--- config.mk ---
export PLATFORM = sky130hd
export DESIGN_NAME = tvkv_ctrl
export DESIGN_NICKNAME = d
export VERILOG_FILES = /design/src/hw/rtl/time_versioned_key_value_table_unit_assert.svh /design/src/hw/rtl/tvkv_pkg.sv /design/src/hw/rtl/tvkv_ctrl.sv
export SDC_FILE = /design/constraint.sdc
export NUM_CORES = 1
export LEC_CHECK = 0
export BUFFER_PORTS_ARGS = -buffer_cell sky130_fd_sc_hd__buf_2
export CAP_MARGIN = 20
export CORE_AREA = 2 2 39 41
export CTS_CLUSTER_DIAMETER = 50
export DETAILED_ROUTE_END_ITERATION = 10
export DIE_AREA = 0 0 41 43
export GPL_TIMING_DRIVEN = 1
export PLACE_DENSITY = 0.48
export REMOVE_ABC_BUFFERS = 1
export SYNTH_ARGS = -nofsm -noshare
export SYNTH_HDL_FRONTEND = slang
export SYNTH_SLANG_ARGS = --single-unit
--- constraint.sdc ---
create_clock -name clk -period 1.9 [get_ports clk]
set_clock_uncertainty 0.2 [all_clocks]
set_input_delay 0.19 -clock clk [delete_from_list [all_inputs] [get_ports clk]]
set_output_delay 0.19 -clock clk [all_outputs]
set_load 0.02 [all_outputs]
--- src/hw/rtl/time_versioned_key_value_table_unit_assert.svh ---
// ----------------------------------------------------------------------------
// Assertion macros for the time-versioned key-value table unit
// Clocked implication checks used by the datapath, disabled during reset.
// ----------------------------------------------------------------------------
`ifndef TIME_VERSIONED_KEY_VALUE_TABLE_UNIT_ASSERT_SVH
`define TIME_VERSIONED_KEY_VALUE_TABLE_UNIT_ASSERT_SVH

// The consequent must hold in the same cycle as the antecedent.
`define TVKV_ASSERT_SAME(label, clk, rst, ante, cons) \
  label: assert property (@(posedge clk) disable iff (rst) (ante) |-> (cons)) \
    else $error("tvkv assertion failed");

// The consequent must hold in the cycle after the antecedent.
`define TVKV_ASSERT_NEXT(label, clk, rst, ante, cons) \
  label: assert property (@(posedge clk) disable iff (rst) (ante) |=> (cons)) \
    else $error("tvkv assertion failed");

`endif

--- src/hw/rtl/tvkv_pkg.sv ---
// ----------------------------------------------------------------------------
// tvkv_pkg
// Types and constants shared by the time-versioned key-value table unit.
// ----------------------------------------------------------------------------
package tvkv_pkg;

  localparam int KEY_W    = 16;
  localparam int VALUE_W  = 32;
  localparam int STAMP_W  = 31;
  localparam int STATUS_W = 2;

  localparam logic OP_STORE = 1'b0;
  localparam logic OP_QUERY = 1'b1;

  typedef enum logic [STATUS_W-1:0] {
    ST_STORED  = 2'd0,
    ST_FULL    = 2'd1,
    ST_FOUND   = 2'd2,
    ST_MISSING = 2'd3
  } status_t;

  typedef enum logic [1:0] {
    S_IDLE,
    S_EXEC,
    S_SCAN,
    S_POST
  } state_t;

  typedef struct packed {
    logic [KEY_W-1:0]   key;
    logic [STAMP_W-1:0] stamp;
    logic [VALUE_W-1:0] value;
  } entry_t;

  // Commands from the controller to the datapath.
  typedef struct packed {
    logic    load;
    logic    write;
    logic    scan_start;
    logic    scan_step;
    logic    set_result;
    status_t result_kind;
    logic    post;
  } cmd_t;

  // Status from the datapath to the controller.
  typedef struct packed {
    logic is_query;
    logic full;
    logic empty;
    logic hit;
    logic last_miss;
    logic slot_free;
  } stat_t;

endpackage

--- src/hw/rtl/tvkv_ctrl.sv ---
// ----------------------------------------------------------------------------
// tvkv_ctrl
// Controller state machine: sequences store, scan and result posting.
// ----------------------------------------------------------------------------
module tvkv_ctrl
  import tvkv_pkg::*;
(
  input  logic  clk,
  input  logic  rst,
  input  logic  in_valid,
  output logic  in_ready,
  input  stat_t stat,
  output cmd_t  cmd
);

  state_t state;
  state_t state_next;

  always_ff @(posedge clk) begin
    if (rst) begin
      state <= S_IDLE;
    end else begin
      state <= state_next;
    end
  end

  always_comb begin
    state_next = state;
    unique case (state)
      S_IDLE: begin
        if (in_valid) state_next = S_EXEC;
      end
      S_EXEC: begin
        if (stat.is_query && !stat.empty) state_next = S_SCAN;
        else state_next = S_POST;
      end
      S_SCAN: begin
        if (stat.hit || stat.last_miss) state_next = S_POST;
      end
      S_POST: begin
        if (stat.slot_free) state_next = S_IDLE;
      end
      default: state_next = S_IDLE;
    endcase
  end

  always_comb begin
    in_ready        = 1'b0;
    cmd             = '0;
    cmd.result_kind = ST_MISSING;
    unique case (state)
      S_IDLE: begin
        in_ready = 1'b1;
        cmd.load = in_valid;
      end
      S_EXEC: begin
        if (!stat.is_query) begin
          cmd.set_result  = 1'b1;
          cmd.write       = !stat.full;
          cmd.result_kind = stat.full ? ST_FULL : ST_STORED;
        end else if (stat.empty) begin
          cmd.set_result  = 1'b1;
          cmd.result_kind = ST_MISSING;
        end else begin
          cmd.scan_start = 1'b1;
        end
      end
      S_SCAN: begin
        cmd.scan_step = 1'b1;
        if (stat.hit) begin
          cmd.set_result  = 1'b1;
          cmd.result_kind = ST_FOUND;
        end else if (stat.last_miss) begin
          cmd.set_result  = 1'b1;
          cmd.result_kind = ST_MISSING;
        end
      end
      S_POST: begin
        cmd.post = stat.slot_free;
      end
      default: begin
        in_ready = 1'b0;
      end
    endcase
  end

endmodule

==> results of run 1 <==
## cells in the final DEF (no fill, tap or decap), drive strengths merged
master / synthesis / routed
o32ai: 1 / 1
a21boi: 1 / 1
or3: 1 / 1
nor2b: 1 / 1
o21ba: 1 / 1
dlygate4sd3: 0 / 1
inv: 3 / 3
a2111oi: 1 / 1
o21ai: 2 / 2
nand2b: 2 / 2
clkbuf: 0 / 3
nor2: 1 / 1
o31a: 1 / 1
nand3: 1 / 1
nor3b: 2 / 2
ha: 6 / 6
nand2: 2 / 2
and2: 2 / 2
nor4b: 1 / 1
a21oi: 1 / 1
dfxtp: 2 / 2
or2b: 1 / 1
and2b: 1 / 1
buf: 0 / 18
nand3b: 1 / 1
## Yosys cell counts (2+ instances only)
| cell type | count |
|---|---|
| ha_1 | 6 |
| inv_1 | 3 |
| and2_1 | 2 |
| dfxtp_1 | 2 |
| nand2_1 | 2 |
| nand2b_1 | 2 |
| o21ai_0 | 2 |
## power groups by stage
| stage | Sequential [uW] | Clock [uW] | Combinational, uW |
|---|---|---|---|
| 2_1_floorplan | 81.4 | 0 | 337 |
| 3_3_place_gp | 80.0 | 0 | 478 |
| 3_5_place_dp | 81.3 | 0 | 481 |
| 4_1_cts | 80.7 | 100 | 483 |
| 5_1_grt | 84.9 | 101 | 537 |
| 6_report | 81.9 | 92.7 | 470 |
## metal layers
metal	part of all wire	track usage	vias to the layer above
li1	-	-	170
met1	0.45	0.0990	132
met2	0.48	0.147	13
met3	0.075	0.0314	0
met4	0	0.0800	0
met5	0	0	-
## tightest hold or removal path, delay by kind of cell
family / cells / cell delay (ns)
AOI/OAI and AO/OA: 2 / 0.18
buffers and inverters: 1 / 0.12
and+or+nand+nor: 1 / 0.13
## logic make-up (layout without fill, tap and decap cells)
kind of cell | count (synthesis) | in the layout | synth area share
adders and majority gates | 6 | 6 | 0.247
buffers and inverters | 3 | 25 | 0.0370
and+or+nand+nor | 16 | 16 | 0.391
AOI/OAI and AO/OA | 8 | 8 | 0.193
DFF | 2 | 2 | 0.132
## layout make-up
cell class | instances | area share
repair buffers | 19 | 0.228
multi-input cells | 30 | 0.561
flip-flops and latches | 2 | 0.0917
inverters | 3 | 0.0250
well taps | 16 | 0.0444
clock buffers | 3 | 0.0500
## stage by stage
stage / instance area [sq um] / utilization / worst slack [ns] / power (uW) / std cells
6_report: 450 / 0.325 / 0.133 / 645 / 73
5_1_grt: 450 / 0.325 / 0.0485 / 722 / 73
4_1_cts: 449 / 0.325 / 0.0279 / 663 / 73
3_5_place_dp: 417 / 0.301 / 0.0912 / 562 / 69
3_3_place_gp: 417 / 0.301 / 0.142 / 558 / 69
2_1_floorplan: 304 / - / 0.129 / 418 / 35
## repair_timing
action,in CTS,in global routing
endpoints found under the hold margin,1,0
gates resized for setup,0,1
setup buffers,0,0
endpoints found under the setup margin,0,2
hold buffers,1,0
## worst max-delay path by stage
stage	to	slack, ns	cells after the start
final	cmd[3]	0.13	4
after global routing	cmd[3]	0.05	4
after CTS	cmd[3]	0.03	4
after detailed placement	state[0]	0.09	5
after global placement	state[0]	0.14	5
after floorplan	state[0]	0.13	5
==> results.py, run 1 <==
metrics = {
    "min_path": {
        "hold_class": "in2reg",
        "whs_path_depth": 4,
        "holdPathEnd": "state[0]",
        "min_from": "in_valid",
    },
    "cts": {
        "cts_root_buf": "clkbuf_4",
        "cts.clk_slew.worst_paths_ns": 0.03,
        "cts_made_buffers": 3,
        "cts_sinks": 2,
        "clk_path_buf_depth": 2,
        "tritoncts": "built",
        "clk_latency_ns": 0.22,
        "h-tree-depth": 1,
    },
    "setup_path": {
        "cp_num_buf_inv": 2,
        "r2r_start": "state[0]",
        "cp.arrival_ns": 1.38,
        "cpPeakStageDelay_ns": 0.35,
        "path_max_fanout": 5,
        "r2r_cells": 5,
        "worstPathRequired_ns": 1.51,
        "r2r-end": "state[0]",
        "critPathLaunchType": "flip-flop",
        "slowest_stage": "dfxtp_2",
        "cp-end-kind": "output pin",
        "rrSetupSlack_ns": 0.17,
        "path_cells": "inv_1 -> ha_1 -> a21boi_0 -> buf_2",
        "worstSetupPathType": "reg2out",
        "crit_start": "state[0]",
        "crit_family": "flip-flops",
    },
    "cells_and_area": {
        "largest_reg_flops": 2,
        "multi_input_area_sq_um": 253,
        "nFillCells": 155,
        "nets": 74,
        "ff_latch_area_sq_um": 41.3,
        "antenna_cells": 0,
        "regMostFlops": "state",
        "top_regs": "state x2",
        "areaGrowthSynthToFinish_pct": 48.1,
        "layout-drive-gt1-share": 0.421,
    },
    "power_and_ir_drop": {
        "p_leak_uw": 0.000234,
        "cellPowerDensity_nw_per_um2": 1430,
        "pwr-share-clk": 0.144,
        "internal_power_uw": 339,
        "netSwitchingFraction": 0.474,
        "ir_drop_mv": 0.459,
        "comb_power_share": 0.729,
        "p_switching_uw": 305,
        "power_frac_seq": 0.127,
    },
    "sta": {
        "timing.fmax_mhz": 566,
        "slew_headroom": 0.740,
        "min_period_over_period": 0.930,
        "setup_viol": 0,
        "hold_viol": 0,
        "tightest_slew_ns": 0.380,
        "rsz0062_at_grt": "no",
        "maxSlewViolCount": 0,
        "setup_tns_ns": 0,
        "holdWs_ns": 0.241,
        "fin_crit_ns": 1.77,
    },
    "logic_synthesis": {
        "synth_edf_count": 0,
        "synth_cells": 35,
        "yosys.area.top_type": "ha_1",
        "async_flop_share": 0,
        "seq_area_frac_synth": 0.132,
        "syn_area_sq_um": 304,
        "avgSynthCellArea_sq_um": 8.69,
        "synth_top_area_share": 0.247,
        "synth_top_flop_cell": "dfxtp_1",
        "yosysUniqueCellTypes": 23,
        "yosys_warnings": 0,
        "synthTopCellsByArea": "ha_1, dfxtp_1, nor3b_4, nor2b_4, and2_1",
        "ys_ff_latch": 2,
    },
    "die": {
        "die-area_sq_um": 1760,
        "die_y_um": 43,
        "core_area_sq_um": 1380,
        "initial_core_util": 0.220,
        "rows": 14,
        "die_x_um": 41,
        "io_pins": 18,
    },
    "route": {
        "routed_wl_um": 681,
        "vias": 315,
        "dr.pass1.iters": 1,
        "wl_per_cell_um": 9.33,
        "viasPerCell": 4.32,
        "drt_iter0_markers": 0,
        "ant_nets": 0,
        "remaining_drc_errors": 0,
    },
    "outcome": {
        "status": "complete, no violations",
    },
    "grt": {
        "track_usage": 0.0962,
        "antenna_found_initial": 0,
        "grt_overflow": 0,
        "grt_start_max_net_pins": 6,
        "grt_pass1_wl_um": 1090,
        "grt_pass1_vias": 290,
    },
    "placed_design": {
        "gp_congestion": 0.725,
        "port_buffers": 17,
    },
    "flow_run": {
        "maxCapViolCount": 0,
    },
}
Note: power is estimated with default switching activity, not from simulation.
==> run 2: changes to the inputs <==
ABC_AREA = 1   (was default)
PLACE_DENSITY = 0.46   (was 0.48)
==> run 2 against run 1 <==
Maximum frequency up 0.34%. Clock-buffer cell count unchanged. Synthesized area down 9.1%. Largest cell class unchanged. Critical path type unchanged. Setup slack better by 0.0059 ns.
==> results.py, run 2 <==
metrics = {
    "logic_synthesis": {
        "seq_area_frac_synth": 0.145,
        "synth_cells": 44,
        "synthTopCellsByArea": "ha_1, nand2_1, dfxtp_1, inv_1, nand3_1",
        "yosys.area.top_type": "ha_1",
        "synth_edf_count": 0,
        "synth_top_area_share": 0.271,
        "synth_top_cells_by_count": "nand2_1, inv_1, ha_1, nand3_1",
        "ys_ff_latch": 2,
        "yosysUniqueCellTypes": 13,
        "avgSynthCellArea_sq_um": 6.28,
        "syn_area_sq_um": 277,
        "synth_top_flop_cell": "dfxtp_1",
        "yosys_warnings": 0,
        "async_flop_share": 0,
        "synthMostInstantiatedCell": "nand2_1",
    },
    "grt": {
        "grt_start_max_net_pins": 7,
        "grt_pass1_wl_um": 1040,
        "grt_pass1_vias": 277,
        "track_usage": 0.0831,
        "grt_overflow": 0,
        "antenna_found_initial": 0,
    },
    "power_and_ir_drop": {
        "power_uw": 643,
        "comb_power_share": 0.711,
        "netSwitchingFraction": 0.522,
        "ir_drop_mv": 0.472,
        "p_leak_uw": 0.000247,
        "cellPowerDensity_nw_per_um2": 1540,
        "pwr-share-clk": 0.140,
        "internal_power_uw": 307,
        "power_frac_seq": 0.149,
        "p_switching_uw": 336,
    },
    "sta": {
        "timing.fmax_mhz": 568,
        "min_period_over_period": 0.927,
        "tightest_slew_ns": 0.154,
        "hold_viol": 0,
        "setup_slack_ns": 0.139,
        "fin_crit_ns": 1.76,
        "slew_headroom": 0.897,
        "rsz0062_at_grt": "no",
        "maxSlewViolCount": 0,
        "setup_viol": 0,
        "setup_tns_ns": 0,
    },
    "route": {
        "viasPerCell": 4.01,
        "routed_wl_um": 623,
        "vias": 325,
        "drt_iter0_markers": 1,
        "dr.pass1.iters": 2,
        "wl_per_cell_um": 7.69,
        "ant_nets": 0,
        "remaining_drc_errors": 0,
    },
    "die": {
        "initial_core_util": 0.200,
        "die_x_um": 41,
        "rows": 14,
        "die_y_um": 43,
        "io_pins": 18,
        "core_area_sq_um": 1380,
        "die-area_sq_um": 1760,
    },
    "placed_design": {
        "dpl_cell_area_sq_um": 382,
        "hpwl_um": 547,
        "gp_congestion": 0.627,
        "dp_worst_setup_slack_ns": 0.278,
        "port_buffers": 17,
    },
    "cts": {
        "cts.clk_slew.worst_paths_ns": 0.03,
        "cts_sinks": 2,
        "h-tree-depth": 1,
        "tritoncts": "built",
        "clk_latency_ns": 0.22,
        "clk_path_buf_depth": 2,
        "post-cts-setup-buffers": 0,
        "cts_made_buffers": 3,
        "cts_root_buf": "clkbuf_4",
    },
    "setup_path": {
        "cp-end-kind": "output pin",
        "crit_family": "flip-flops",
        "critPathLaunchType": "flip-flop",
        "cp_num_buf_inv": 2,
        "slowest_stage": "dfxtp_2",
        "worstPathRequired_ns": 1.51,
        "cpPeakStageDelay_ns": 0.36,
        "crit_start": "state[0]",
        "cp.arrival_ns": 1.37,
        "worstSetupPathType": "reg2out",
        "path_max_fanout": 6,
        "path_cells": "inv_1 -> ha_1 -> a21boi_0 -> buf_2",
        "r2r_start": "state[0]",
    },
    "cells_and_area": {
        "antenna_cells": 0,
        "layout.cells.most_common": "buf_2",
        "fin_area_sq_um": 417,
        "areaGrowthSynthToFinish_pct": 50.7,
        "top_regs": "state x2",
        "nets": 82,
        "regMostFlops": "state",
        "most-common-layout-cells": "buf_2, nand2_1, inv_1, ha_1",
        "layout-drive-gt1-share": 0.369,
        "largest_reg_flops": 2,
    },
    "flow_run": {
        "maxCapViolCount": 0,
    },
    "min_path": {
        "min_from": "stat[1]",
        "hold_class": "in2reg",
    },
    "outcome": {
        "status": "complete, no violations",
    },
}
[run 2: cell families (layout without fill, tap and decap cells)]
| group | after synthesis | count (layout) | share of synthesized area |
|---|---|---|---|
| compound gates | 6 | 6 | 0.127 |
| fa+ha+maj | 6 | 6 | 0.271 |
| buf+inv | 10 | 31 | 0.136 |
| flops | 2 | 2 | 0.145 |
| simple gates | 20 | 20 | 0.321 |
[run 2: worst paths after layout]
check | cells after the start | slack, ns | to
setup / recovery | 4 | 0.14 | cmd[3]
hold reg to reg | 2 | 0.30 | state[1]
setup reg to reg | 7 | 0.48 | state[1]
hold / removal | 6 | 0.21 | state[0]
[run 2: cell type report]
cell class	instances	area (sq um)
multi-input cells	32	199
well taps	16	20.0
fillers	164	967
flip-flops and latches	2	42.5
inverters	10	37.5
repair buffers	18	95.1
clock buffers	3	22.5
[run 2: power by group through the flow]
stage / clock network [uW] / registers [uW] / logic, uW
3_5_place_dp: 0 / 92.0 / 467
5_1_grt: 101 / 102 / 526
3_3_place_gp: 0 / 91.4 / 471
6_report: 90.2 / 95.8 / 457
2_1_floorplan: 0 / 86.0 / 337
4_1_cts: 95.9 / 91.4 / 469
[run 2: worst reg2reg max path: stages, from the launching register on]
cell and delay (ns):
dfxtp_2 0.36, inv_1 0.10, ha_1 0.25, nand2_1 0.09
nand3_2 0.10, inv_2 0.07, nand2_1 0.05, a21oi_1 0.12
[run 2: per-layer routing]
metal	routed length, um	GRT usage	vias to the layer above
met2	283	0.128	9
met4	0	0.0200	0
met5	0	0	-
li1	-	-	181
met3	35	0.0471	0
met1	304	0.0955	135
[run 2: what timing repair did]
action	CTS	global route
gates resized for setup	0	2
setup endpoints to repair	0	2
hold buffers	1	0
endpoints found under the hold margin	2	0
[run 2: through the flow]
step	hold slack, ns	instances	util
2_1_floorplan	0.0591	44	-
3_3_place_gp	0.165	77	0.276
3_5_place_dp	0.173	77	0.276
4_1_cts	0.212	81	0.299
5_1_grt	0.254	81	0.301
6_report	0.209	81	0.301
